<file path="config.mk">
export PLATFORM = sky130hd
export DESIGN_NAME = form_urlencoded_parser_core
export DESIGN_NICKNAME = d
export VERILOG_FILES = /design/src/rtl/fup_pkg.sv /design/src/rtl/form_urlencoded_parser_core.sv
export SDC_FILE = /design/constraint.sdc
export NUM_CORES = 1
export LEC_CHECK = 0
export ABC_AREA = 1
export BUFFER_PORTS_ARGS = -buffer_cell sky130_fd_sc_hd__buf_4
export CAP_MARGIN = 5
export CORE_UTILIZATION = 55
export CTS_BUF_LIST = sky130_fd_sc_hd__clkbuf_16
export DETAILED_ROUTE_END_ITERATION = 16
export PLACE_DENSITY = 0.73
export RECOVER_POWER = 100
export SYNTH_ARGS = -nofsm -noshare
export SYNTH_HDL_FRONTEND = slang
export SYNTH_SLANG_ARGS = --single-unit
</file>
<file path="constraint.sdc">
create_clock -name clk -period 3.4 [get_ports clk]
set_input_delay 0.34 -clock clk [delete_from_list [all_inputs] [get_ports clk]]
set_output_delay 0.34 -clock clk [all_outputs]
set_load 0.05 [all_outputs]
</file>
<file path="src/rtl/fup_pkg.sv">
// shared types, codes and the hex digit lookup for the form body parser
package fup_pkg;

  localparam int unsigned QueueDepth = 4;
  localparam int unsigned QueueCntW  = $clog2(QueueDepth + 1);
  localparam int unsigned QueueIdxW  = $clog2(QueueDepth);

  localparam logic [7:0] ChrPlus    = 8'h2B;
  localparam logic [7:0] ChrPercent = 8'h25;
  localparam logic [7:0] ChrEquals  = 8'h3D;
  localparam logic [7:0] ChrAmp     = 8'h26;
  localparam logic [7:0] ChrSpace   = 8'h20;
  localparam logic [7:0] ChrZero    = 8'h30;
  localparam logic [7:0] ChrNine    = 8'h39;
  localparam logic [7:0] ChrUpperA  = 8'h41;
  localparam logic [7:0] ChrUpperF  = 8'h46;

  typedef enum logic [2:0] {
    EV_NAME_BYTE  = 3'd0,
    EV_VALUE_BYTE = 3'd1,
    EV_NAME_END   = 3'd2,
    EV_VALUE_END  = 3'd3,
    EV_ERROR      = 3'd4
  } ev_t;

  typedef enum logic [1:0] {
    MODE_NAME  = 2'd0,
    MODE_VALUE = 2'd1,
    MODE_ERROR = 2'd2
  } mode_t;

  typedef enum logic [1:0] {
    ESC_NONE = 2'd0,
    ESC_HI   = 2'd1,
    ESC_LO   = 2'd2
  } esc_t;

  typedef struct packed {
    ev_t        ev;
    logic [7:0] data;
    logic       last;
  } res_t;

  // uppercase hex digit value, 16 for anything else
  function automatic logic [4:0] hex_digit(input logic [7:0] b);
    logic [7:0] d;
    d = 8'd16;
    if (b >= ChrZero && b <= ChrNine) begin
      d = b - ChrZero;
    end else if (b >= ChrUpperA && b <= ChrUpperF) begin
      d = b - ChrUpperA + 8'd10;
    end
    return d[4:0];
  endfunction

endpackage

</file>
<file path="src/rtl/form_urlencoded_parser_core.sv">
// form body parser: splits an urlencoded byte stream into name and value events
//
// Input channel s_axis: one body byte per beat in tdata; tlast set marks the end
// of the body (tdata is then ignored) and flushes any pending field.
// Output channel m_axis: one event per beat. tuser carries the event code
// (0 name byte, 1 value byte, 2 name end, 3 value end, 4 error), tdata the
// decoded byte for byte events and zero otherwise, tlast marks the final
// event caused by one input beat. An input beat causes zero, one or two events.
// The first event of a beat is offered in the cycle after it is accepted when no
// older events wait; a second event follows once the first is taken.
// Throughput: one input beat per cycle; the parse is a single combinational
// pass between the parser state registers and a four-entry result queue, and
// s_axis_tready drops only when the queue holds more than two events, so the
// sustained rate is set by the output side at one event per cycle.
// Reset clears the parser state and empties the queue. When the receiver
// stalls, events wait in the queue and input is held off once it is full
// enough that a two-event beat might not fit.
module form_urlencoded_parser_core
  import fup_pkg::*;
(
  input  logic       clk,
  input  logic       rst,
  input  logic       s_axis_tvalid,
  output logic       s_axis_tready,
  input  logic [7:0] s_axis_tdata,   // [7:0] data_byte
  input  logic       s_axis_tlast,   // end_of_body
  output logic       m_axis_tvalid,
  input  logic       m_axis_tready,
  output logic [7:0] m_axis_tdata,   // [7:0] out_byte
  output logic [2:0] m_axis_tuser,   // [2:0] event_res
  output logic       m_axis_tlast    // last_of_run
);

  mode_t      mode, mode_next;
  esc_t       esc, esc_next;
  logic [4:0] hi_nib, hi_nib_next;
  logic       nonempty, nonempty_next;
  logic       seen, seen_next;

  res_t                 q [QueueDepth];
  res_t                 q_next [QueueDepth];
  logic [QueueCntW-1:0] cnt, cnt_next;

  logic       s_fire, m_fire;
  logic       f_en, g_en;
  res_t       f_res, g_res;
  res_t       r0, r1;
  logic [1:0] n_res;
  logic [7:0] flush_byte;
  logic [7:0] lo_byte;
  logic [4:0] digit;
  ev_t        byte_ev;

  assign s_fire        = s_axis_tvalid && s_axis_tready;
  assign m_fire        = m_axis_tvalid && m_axis_tready;
  assign s_axis_tready = (cnt <= QueueCntW'(QueueDepth - 2));
  assign m_axis_tvalid = (cnt != '0);
  assign m_axis_tdata  = q[0].data;
  assign m_axis_tuser  = q[0].ev;
  assign m_axis_tlast  = q[0].last;

  assign digit   = hex_digit(s_axis_tdata);
  assign byte_ev = (mode == MODE_VALUE) ? EV_VALUE_BYTE : EV_NAME_BYTE;

  // escape cut short: each missing digit counts as 16
  always_comb begin
    logic [4:0] h;
    logic [4:0] hp1;
    h          = (esc == ESC_HI) ? 5'd16 : hi_nib;
    hp1        = h + 5'd1;
    flush_byte = {hp1[3:0], 4'd0};
    lo_byte    = {hi_nib[3:0], 4'd0} + {3'd0, digit};
  end

  // parse one beat
  always_comb begin
    mode_next     = mode;
    esc_next      = esc;
    hi_nib_next   = hi_nib;
    nonempty_next = nonempty;
    seen_next     = seen;
    f_en          = 1'b0;
    g_en          = 1'b0;
    f_res         = '{ev: byte_ev, data: flush_byte, last: 1'b0};
    g_res         = '{ev: EV_ERROR, data: 8'd0, last: 1'b0};

    if (s_axis_tlast) begin
      if (mode == MODE_NAME || mode == MODE_VALUE) begin
        f_en = (esc != ESC_NONE);
        if (mode == MODE_VALUE) begin
          g_en     = 1'b1;
          g_res.ev = EV_VALUE_END;
        end else if (nonempty) begin
          g_en     = 1'b1;
          g_res.ev = seen ? EV_VALUE_END : EV_ERROR;
        end
      end
      mode_next     = MODE_NAME;
      esc_next      = ESC_NONE;
      hi_nib_next   = '0;
      nonempty_next = 1'b0;
      seen_next     = 1'b0;
    end else if (mode != MODE_NAME && mode != MODE_VALUE) begin
      // error holds until end of body
    end else if (mode == MODE_NAME && (s_axis_tdata == ChrAmp ||
                 (s_axis_tdata == ChrEquals && !nonempty))) begin
      mode_next   = MODE_ERROR;
      esc_next    = ESC_NONE;
      hi_nib_next = '0;
      g_en        = 1'b1;
    end else if (mode == MODE_NAME && s_axis_tdata == ChrEquals) begin
      f_en          = (esc != ESC_NONE);
      g_en          = 1'b1;
      g_res.ev      = EV_NAME_END;
      mode_next     = MODE_VALUE;
      seen_next     = 1'b1;
      nonempty_next = 1'b0;
      esc_next      = ESC_NONE;
      hi_nib_next   = '0;
    end else if (mode == MODE_VALUE && s_axis_tdata == ChrAmp) begin
      f_en          = (esc != ESC_NONE);
      g_en          = 1'b1;
      g_res.ev      = EV_VALUE_END;
      mode_next     = MODE_NAME;
      nonempty_next = 1'b0;
      esc_next      = ESC_NONE;
      hi_nib_next   = '0;
    end else begin
      nonempty_next = 1'b1;
      g_res.ev      = byte_ev;
      case (esc)
        ESC_HI: begin
          hi_nib_next = digit;
          esc_next    = ESC_LO;
        end
        ESC_LO: begin
          g_en        = 1'b1;
          g_res.data  = lo_byte;
          esc_next    = ESC_NONE;
          hi_nib_next = '0;
        end
        default: begin
          if (s_axis_tdata == ChrPercent) begin
            esc_next = ESC_HI;
          end else if (s_axis_tdata == ChrPlus) begin
            g_en       = 1'b1;
            g_res.data = ChrSpace;
          end else begin
            g_en       = 1'b1;
            g_res.data = s_axis_tdata;
          end
        end
      endcase
    end
  end

  // pack the flushed byte and the main event into slots, flag the final one
  always_comb begin
    r0    = f_en ? f_res : g_res;
    r1    = g_res;
    n_res = {1'b0, f_en} + {1'b0, g_en};
    r0.last = (n_res == 2'd1);
    r1.last = 1'b1;
  end

  // result queue: head at entry 0, shifts on every output beat
  always_comb begin
    logic [QueueCntW-1:0] base;
    base = cnt - {{(QueueCntW-1){1'b0}}, m_fire};
    for (int i = 0; i < QueueDepth - 1; i++) begin
      q_next[i] = m_fire ? q[i+1] : q[i];
    end
    q_next[QueueDepth-1] = q[QueueDepth-1];
    cnt_next = base;
    if (s_fire) begin
      if (n_res != 2'd0) begin
        q_next[base[QueueIdxW-1:0]] = r0;
      end
      if (n_res == 2'd2) begin
        q_next[base[QueueIdxW-1:0] + QueueIdxW'(1)] = r1;
      end
      cnt_next = base + {{(QueueCntW-2){1'b0}}, n_res};
    end
  end

  always_ff @(posedge clk) begin
    if (rst) begin
      mode     <= MODE_NAME;
      esc      <= ESC_NONE;
      hi_nib   <= '0;
      nonempty <= 1'b0;
      seen     <= 1'b0;
      cnt      <= '0;
    end else begin
      if (s_fire) begin
        mode     <= mode_next;
        esc      <= esc_next;
        hi_nib   <= hi_nib_next;
        nonempty <= nonempty_next;
        seen     <= seen_next;
      end
      cnt <= cnt_next;
    end
  end

  always_ff @(posedge clk) begin
    for (int i = 0; i < QueueDepth; i++) begin
      q[i] <= q_next[i];
    end
  end

  a_cnt_bound: assert property (@(posedge clk) disable iff (rst)
    cnt <= QueueCntW'(QueueDepth))
    else $error("result queue overfilled");

  a_eob_clears: assert property (@(posedge clk) disable iff (rst)
    s_fire && s_axis_tlast |=> mode == MODE_NAME && esc == ESC_NONE && !seen && !nonempty)
    else $error("end of body did not clear parser state");

  a_error_no_escape: assert property (@(posedge clk) disable iff (rst)
    mode == MODE_ERROR |-> esc == ESC_NONE)
    else $error("escape pending in error mode");

  a_end_zero_byte: assert property (@(posedge clk) disable iff (rst)
    m_axis_tvalid && m_axis_tuser != EV_NAME_BYTE && m_axis_tuser != EV_VALUE_BYTE
    |-> m_axis_tdata == 8'd0)
    else $error("non-byte event carries data");

endmodule
</file>
==> results by stage, run 1 <==
Logic synthesis:
- The most used flip-flop cell after synthesis is sky130_fd_sc_hd__dfxtp_1.
- After synthesis the netlist holds a flip-flop and latch count of 61.
- The post-synthesis net count is 770.
- The share of synthesized flip-flops with an asynchronous set or reset is 0.
- A synthesized cell averages approximately 6.1 um^2.
- Of the synthesized area, sequential elements account for 0.295.
- In this run the cell area of the synthesized design comes to between 4000 and 5000 um^2.
- The share of synthesized area in the top cell type comes to 0.216.
- Ranked by total cell area, the synthesized netlist is headed by sky130_fd_sc_hd__dfxtp_1, sky130_fd_sc_hd__nand2_1, sky130_fd_sc_hd__inv_1.
- The distinct cell type count after synthesis is 37.
- The Yosys step of the flow raised 0 warnings.
- sky130_fd_sc_hd__dfxtp_1 takes more of the synthesized area than any other cell.
- After technology mapping, the gate count stands at 740.
- The number of synthesized flops with an enable pin is 12.

Setup path:
- The start point of the critical path is mode[1].
- By instance count, the cell type seen most on the critical path is sky130_fd_sc_hd__inv_1.
- On the worst path, the slowest cell contributes a delay of 0.47 ns.
- The worst setup path is of the reg2reg kind.
- STA puts the critical path data required time at 3.66 ns.
- On the critical path the largest part of the delay comes from simple AND/OR/NAND/NOR gates.
- The slowest stage of the critical path belongs to the cell sky130_fd_sc_hd__dfxtp_1.
- The worst setup path is captured at a flop.
- The depth of the worst register-to-register path is 16.
- STA puts the critical path data arrival time at between 3 and 4 ns.
- Walking the worst path, the cells encountered are inv_1 > nand2_2 > inv_1 > nand3_1 > nand2_2 > nand2_2 > nand3_2 > inv_1 > ha_1 > inv_1 > nor2_1 > inv_1 > buf_4 > nor2_1 > nor3_1 > a21oi_1.
- The sum of buffers and inverters on the critical path is 6.
- The critical path runs through a total of 16 cells.
- Of all nets on the critical path, the largest fanout is 13.
- The worst reg2reg path startpoint is mode[1].
- In this run the register-to-register setup slack is 0.35 ns.
- The destination of the critical timing path is q[1][9].
- The capture point of the worst reg-to-reg path is q[1][9].
- The worst setup path is launched from a flop.

GRT:
- The first global-routing pass estimated about 23,000 um of wire.
- The via count of the first global-routing pass is 4,768.
- The overall fraction of global-route tracks in use is 0.338.
- The number of antenna violations at the first check in global routing came to 0.
- Entering global routing, the biggest net connects between 40 and 50 pins.
- The leftover overflow at the end of global routing is 0.

STA:
- Setup violations remaining at the end of the flow were counted as 0.
- The routed design could run at a clock period as short as 3.05 ns.
- Clock skew on the completed layout was measured at 0.0110 ns.
- The worst slew margin relative to its limit is 0.263.
- Setup repair after global routing left no endpoint under its margin.
- At the pin with the least slew margin, the transition time is about 1.1 ns.
- The max-slew violation count is 0.
- The upper clock frequency limit is 0.328 GHz.
- The setup TNS after final layout is 0 ns.
- The total count of hold-check failures in the final report is 0.
- The final cycle utilization of the critical path is 0.897.

Floorplan:
- The total core area is approximately 8000 um^2.
- The die span in x is 92.9 um.
- The floorplan step set the die height to 92.9 um.
- For this design the top-level I/O count stands at 27.
- The total number of placement rows is 32.
- For this configuration, the core starts out at a cell density of 0.579.
- The die covers 8620 um^2.

CTS:
- The H-tree was split into 3 levels.
- The number of setup buffers added after CTS is 0.
- Hold repair after CTS inserted 0 buffers.
- For the worst-skew pair, the clock arrives at the later sink with an insertion delay of about 0.33 ns.
- After clock tree synthesis, the clock-pin slew on the worst setup and hold paths is 0.05 ns.
- TritonCTS built the clock tree.
- The maximum buffer depth of the clock tree is 2.
- The tree built by TritonCTS fans out to 61 sinks.
- The total clock buffers created by CTS is 9.
- The number of instances resized during post-cts repair is 0.
- CTS placed an instance of sky130_fd_sc_hd__clkbuf_16 at the clock tree root.

Min path:
- The min-delay analysis places its worst path in the category in2reg.

Pwr:
- The power per cell area is 953 nW/um^2.
- Of the total power, combinational logic draws 0.555.
- The cell leakage power is between 2 and 3 nW.
- Total power for the finished layout comes to between 0.004 and 0.005 W.
- The maximum ir drop on the vdd rail is about 0.45 mV.
- The net switching share of the total power is 0.480.
- Of the total power, registers draw 0.261.
- The clock network fraction of design power is 0.184.
- The analysis attributes to net switching a power of about 0.0023 W.
- The internal power of the cells totals 0.00252 W.

Drt:
- In the routed design, unresolved DRC markers number 0.
- The number of vias after detailed routing is slightly below 5,000.
- The total detailed-routing wirelength is 13,500 um.
- In this run the remaining antenna-violating nets after routing total 0.
- The initial detailed-routing violation count is 401.
- For this run, the detailed router's first-pass iteration total came to 5.
- In the routed layout, each cell is associated on average with a via count of 5.66.
- In the final routed layout, each cell accounts on average for roughly 15 um.

Place:
- Summed over all nets, the half-perimeter wirelength after detailed placement is 9790 um.
- Buffers placed on the I/O ports in this run total 26.
- Routability-driven placement finished with a final weighted congestion of 0.971.
- The post-placement cell count is 856.

Cells and area:
- The fraction of final layout cells sized beyond drive strength 1 is 0.0818.
- The filler cells instantiated in the layout total 755.
- For this run, the number of standard cells in the final layout without fillers is 872.
- For this run, the post-layout net count is 795.
- Relative to the synthesized area, the layout overhead comes to 12.1%.
- 0 antenna diodes ended up in the layout.

Run:
- Across the run, the number of max-cap violations was 0.

Outcome:
- The run finished with clean final reports.
-- registers in the layout, indices dropped and copies added (netlist names) --
| signal | cells |
|---|---|
| nonempty | 1 |
| cnt | 3 |
| mode | 2 |
| q | 48 |
| hi_nib | 4 |
| seen | 1 |
| esc | 2 |
-- cell type report --
cell class | instances | area [um^2] | share of cell area
Clock buffer | 9 | 225 | 0.0443
Clock inverter | 7 | 58.8 | 0.0116
Inverter | 109 | 409 | 0.0804
Multi-Input combinational cell | 543 | 2680 | 0.526
Sequential cell | 61 | 1340 | 0.264
Tap cell | 102 | 128 | 0.0251
Timing Repair Buffer | 41 | 249 | 0.0489
-- cells in the mapped netlist (6+ instances only) --
master	n
sky130_fd_sc_hd__nand2_1	197
sky130_fd_sc_hd__inv_1	107
sky130_fd_sc_hd__nor2_1	83
sky130_fd_sc_hd__o21ai_0	64
sky130_fd_sc_hd__nand3_1	60
sky130_fd_sc_hd__a21oi_1	49
sky130_fd_sc_hd__dfxtp_1	49
sky130_fd_sc_hd__clkbuf_1	19
sky130_fd_sc_hd__ha_1	16
sky130_fd_sc_hd__edfxtp_1	12
sky130_fd_sc_hd__nand2_2	9
sky130_fd_sc_hd__buf_2	7
sky130_fd_sc_hd__nand4_1	7
sky130_fd_sc_hd__o22ai_1	6
-- stage by stage --
stage          setup WS (ns)  hold slack, ns  instance area (um^2)  utilization
3_5_place_dp           0.282           0.489                  4870        0.620
2_1_floorplan          0.238           0.452                  4540            -
5_1_grt               0.0849           0.245                  5090        0.648
3_3_place_gp           0.398           0.480                  4870        0.620
4_1_cts                0.451           0.238                  5150        0.656
6_report               0.350           0.240                  5090        0.648
-- cell usage in the layout, fill, tap and decap left out, drive strengths merged --
cell,n
o21bai,3
nand3,63
a21oi,49
o221ai,5
o22ai,6
a21boi,1
a22oi,5
nor2,91
o21ai,65
edfxtp,12
nor3,4
nand4,7
a31oi,3
inv,108
bufinv,1
xor2,2
a2bb2oi,1
ha,16
nand2,206
clkbuf,25
or2,5
fa,1
clkinvlp,1
dfxtp,49
a221oi,3
o211ai,1
xnor2,2
clkinv,6
buf,25
mux2i,3
o31ai,1
-- kinds of logic after synthesis --
kind of cell	count (synthesis)	share of synthesized area
multiplexers	3	0.00661
XOR/XNOR	4	0.00772
AO/OA/AOI/OAI	143	0.174
adder cells (fa/ha/maj)	17	0.0485
AND/OR/NAND/NOR	376	0.354
flip-flops	61	0.295
buffers and inverters	136	0.114
-- per-layer routing --
layer  track usage  up-vias  share of wire
met1         0.421     2248           0.43
met3        0.0583       33          0.074
met4         0.173        0          0.029
li1              -     2433              -
met5             0        -              0
met2         0.559      218           0.47
-- power groups by stage --
stage / Clock [W] / Combinational, W / Sequential (W)
detailed placement: 0 / 0.00272 / 0.00128
CTS: 0.000894 / 0.00274 / 0.00127
global route: 0.000935 / 0.00306 / 0.00130
finish: 0.000893 / 0.00269 / 0.00127
floorplan: 0 / 0.00178 / 0.00150
global placement: 0 / 0.00265 / 0.00127
-- worst min-delay path by stage --
stage              start  depth (start not counted)        end
3_5_place_dp   hi_nib[0]                          2  hi_nib[0]
2_1_floorplan    mode[0]                          2    mode[0]
3_3_place_gp   hi_nib[0]                          2  hi_nib[0]
4_1_cts              rst                          2  hi_nib[3]
6_report             rst                          2  hi_nib[1]
5_1_grt              rst                          2    mode[0]
(Power assumes the default switching activity.)
==> run 2: changes to the inputs <==
--- a/config.mk
+++ b/config.mk
@@ -11,8 +11,11 @@
 export CORE_UTILIZATION = 55
 export CTS_BUF_LIST = sky130_fd_sc_hd__clkbuf_16
 export DETAILED_ROUTE_END_ITERATION = 16
+export GPL_TIMING_DRIVEN = 0
 export PLACE_DENSITY = 0.73
 export RECOVER_POWER = 100
+export REMOVE_ABC_BUFFERS = 1
+export SETUP_SLACK_MARGIN = 0.5
 export SYNTH_ARGS = -nofsm -noshare
 export SYNTH_HDL_FRONTEND = slang
 export SYNTH_SLANG_ARGS = --single-unit
==> run 2 against run 1 <==
Final area increased by 4.7%. Via count up 3.5%. Combinational power grew 8.9%. Sequential share of layout area shrank 1.2 points. Routed wire length up 6.1%. Sequential cell count is the same. First-iteration DRC count rose by 54%. Non-clock buffer count increased by 11. Largest cell class unchanged.
==> results by stage, run 2 (synthesis results as in run 1) <==
CTS:
- In this run, CTS created clock tree buffers numbering 9.
- The number of clock sinks is 61.
- The clock slew at the register clock pins of the worst setup and hold paths is roughly 0.050 ns.
- Clock tree synthesis selected as its root buffer the cell sky130_fd_sc_hd__clkbuf_16.
- The maximum buffer depth of the clock tree is 2.
- The H-tree was split into 3 levels.
- TritonCTS built the clock tree.
- The worst-skew pair later-pin latency is roughly 0.33 ns.

GRT:
- The number of antenna violations at the first check in global routing is 1.
- The total overflow left after global routing is 0.
- In the global route stage, overall resource usage came out at 0.338.
- The pin count of the biggest net entering global routing is 45.
- The via count of the first global-routing pass is 4,639.
- The first-pass GRT wire length is 22,600 um.

Drt:
- After detailed routing, the total wire length is between 10,000 and 15,000 um.
- In the final routed layout, each cell accounts on average for 16.2 um.
- In this run, the number of DRC markers left after iteration 0 of detailed routing was between 600 and 700.
- The number of antenna-violating nets in the routed design is 0.
- The number of vias after detailed routing is 5,105.
- The first-pass iteration count of the detailed router is 5.
- After detailed routing, the number of vias per cell comes to 5.77.
- In the routed design, unresolved DRC markers number 0.

Cells and area:
- In the final layout, the registers with the most flip-flops are q x48, hi_nib x4, cnt x3.
- The register containing the most flip-flops in the final layout is q.
- The design area is 5330 um^2.
- Leaving out fill and tap cells, the most frequent cells in the layout are sky130_fd_sc_hd__nand2_1, sky130_fd_sc_hd__inv_1, sky130_fd_sc_hd__nor2_1.
- Counting the fill cells in the layout gives 716.
- The number of nets in the layout is 807.
- The most common cell after layout, fill and taps aside is sky130_fd_sc_hd__nand2_1.
- The number of inserted diodes is 0.
- Of the cells placed in the final design, the portion with a size suffix greater than 1 is 0.128.
- The synthesis-to-layout area growth is 17.3%.
- The number of flip-flops in the largest register is 48.

Setup path:
- For flop-to-flop paths, the worst setup slack is 0.27 ns.
- The worst setup path is captured at a flop.
- The worst reg2reg path startpoint is esc[0].
- The type of origin of the critical path is a flop.
- The number of buffers and inverters on the critical path is 4.
- For this run, the slowest stage of the critical path takes 0.47 ns.
- Grouping stages by cell kind, the critical path spends the most delay in adder cells.
- The most critical setup path has its startpoint at esc[0].
- Measured in cells, the most critical reg-to-reg path has a length of 12.
- The slowest stage of the critical path belongs to the cell sky130_fd_sc_hd__ha_1.
- Traced cell by cell, the critical path runs through inv_1 > ha_1 > inv_4 > nand3_1 > nand2_1 > inv_1 > o21ai_2 > ha_1 > nor2_4 > clkbuf_2 > o21ai_0 > o22ai_1.
- For the worst setup path, the data required time is 3.45 ns.
- The capture point of the worst reg-to-reg path is q[3][3].
- The category of the critical setup timing path is reg2reg.
- For the worst setup path, the data arrival time is 3.19 ns.
- The critical path crosses 12 cells after its start point.
- Along the worst path, the maximum fanout reaches 11.

STA:
- Clock skew on the completed layout was measured at 0.00843 ns.
- The max-slew violation count is 0.
- The setup TNS after final layout is 0 ns.
- The slew at the pin closest to its max-slew limit is 0.632 ns.
- The final period demand of the worst path is 3.13 ns.
- The worst slew margin relative to its limit is 0.577.
- The worst hold margin is 0.247 ns.
- Setup repair after global routing left no endpoint under its margin.
- The final critical-path setup slack is 0.268 ns.
- In the finished design, the share of the clock period the worst path needs comes to 0.921.
- Setup violations remaining at the end of the flow were counted as 0.
- The total count of hold-check failures in the final report is 0.
- For this run, the top clock speed supported by timing is 0.319 GHz.

Floorplan:
- During I/O placement, the number of pins put on the boundary was 27.
- The floorplan has 32 rows.
- The total die area is 8620 um^2.
- The die is 92.9 um tall.
- The initial standard-cell utilization of the core is 0.579.
- The die is 92.9 um wide.
- The total core area is between 7000 and 8000 um^2.

Place:
- During placement, the flow inserted port buffers numbering 26.
- OpenSTA, run right after detailed placement, puts the worst setup slack at -1.10 ns.
- The cell area after placement is between 4000 and 5000 um^2.
- The congestion estimate from routability-driven global placement came to 0.972.
- Summed over all nets, the half-perimeter wirelength after detailed placement is 9110 um.

Min path:
- The startpoint identified for the worst hold timing path is rst.
- The instance count along the most critical hold path is 2.
- The worst hold path belongs to the class in2reg.
- For hold timing, the worst endpoint is mode[1].

Pwr:
- The cell leakage power is ~2.6 nW.
- Of the total power, combinational logic draws 0.578.
- The power per cell area is roughly 950 nW/um^2.
- The net switching share of the total power is 0.492.
- The final total power is 0.00506 W.
- IR analysis of the VDD net gives a maximum drop of 0.478 mV.
- The internal power consumption is 0.00257 W.
- Summed over all nets, the switching power comes to 0.00249 W.
- The share of total power dissipated in sequential elements is 0.251.
- The clock network fraction of design power is 0.170.

Outcome:
- The run finished with clean final reports.

Run:
- The max-cap violation count is 0.
-- run 2: worst max-delay path by stage --
stage | end | slack [ns]
floorplan | q[3][5] | -0.60
global placement | q[0][3] | -2.00
detailed placement | q[3][5] | -1.10
CTS | q[2][0] | 0.46
global route | q[3][3] | 0.23
finish | q[3][3] | 0.27
-- run 2: stage by stage --
stage                      util  cells
after floorplan               -    713
after global placement    0.606    841
after detailed placement  0.612    843
after CTS                 0.675    875
after global routing      0.679    884
final                     0.679    884
-- run 2: power by group through the flow --
stage	logic [W]	clock network, W	registers, W
after floorplan	0.00173	0	0.00150
after global placement	0.00254	0	0.00127
after detailed placement	0.00266	0	0.00128
after CTS	0.00286	0.000864	0.00127
after global routing	0.00323	0.000900	0.00130
final	0.00293	0.000862	0.00127
-- run 2: per-layer routing --
metal	track usage	routed length [um]
met2	0.516	6380
met5	0	0
met1	0.439	5990
met3	0.0936	1380
met4	0.162	535
-- run 2: worst register-to-register path, stage by stage (launching register included) --
cell and delay [ns]:
sky130_fd_sc_hd__dfxtp_1 0.37, sky130_fd_sc_hd__inv_1 0.09, sky130_fd_sc_hd__ha_1 0.42, sky130_fd_sc_hd__inv_4 0.17
sky130_fd_sc_hd__nand3_1 0.14, sky130_fd_sc_hd__nand2_1 0.13, sky130_fd_sc_hd__inv_1 0.07, sky130_fd_sc_hd__o21ai_2 0.16
sky130_fd_sc_hd__ha_1 0.47, sky130_fd_sc_hd__nor2_4 0.12, sky130_fd_sc_hd__clkbuf_2 0.28, sky130_fd_sc_hd__o21ai_0 0.30
sky130_fd_sc_hd__o22ai_1 0.15
-- run 2: layout make-up --
class	count	area [um^2]	area share
Timing Repair inverter	1	5.00	0.000939
Sequential cell	61	1340	0.252
Tap cell	102	128	0.0240
Clock inverter	6	30.0	0.00564
Timing Repair Buffer	52	350	0.0658
Multi-Input combinational cell	543	2790	0.524
Clock buffer	10	250	0.0470
Inverter	109	432	0.0810
-- run 2: repair_timing --
action,CTS,global route
gates resized for setup,29,21
hold buffers,0,0
setup buffers,15,9
gates cloned,1,0
pin swaps,6,6
setup endpoints to repair,51,50
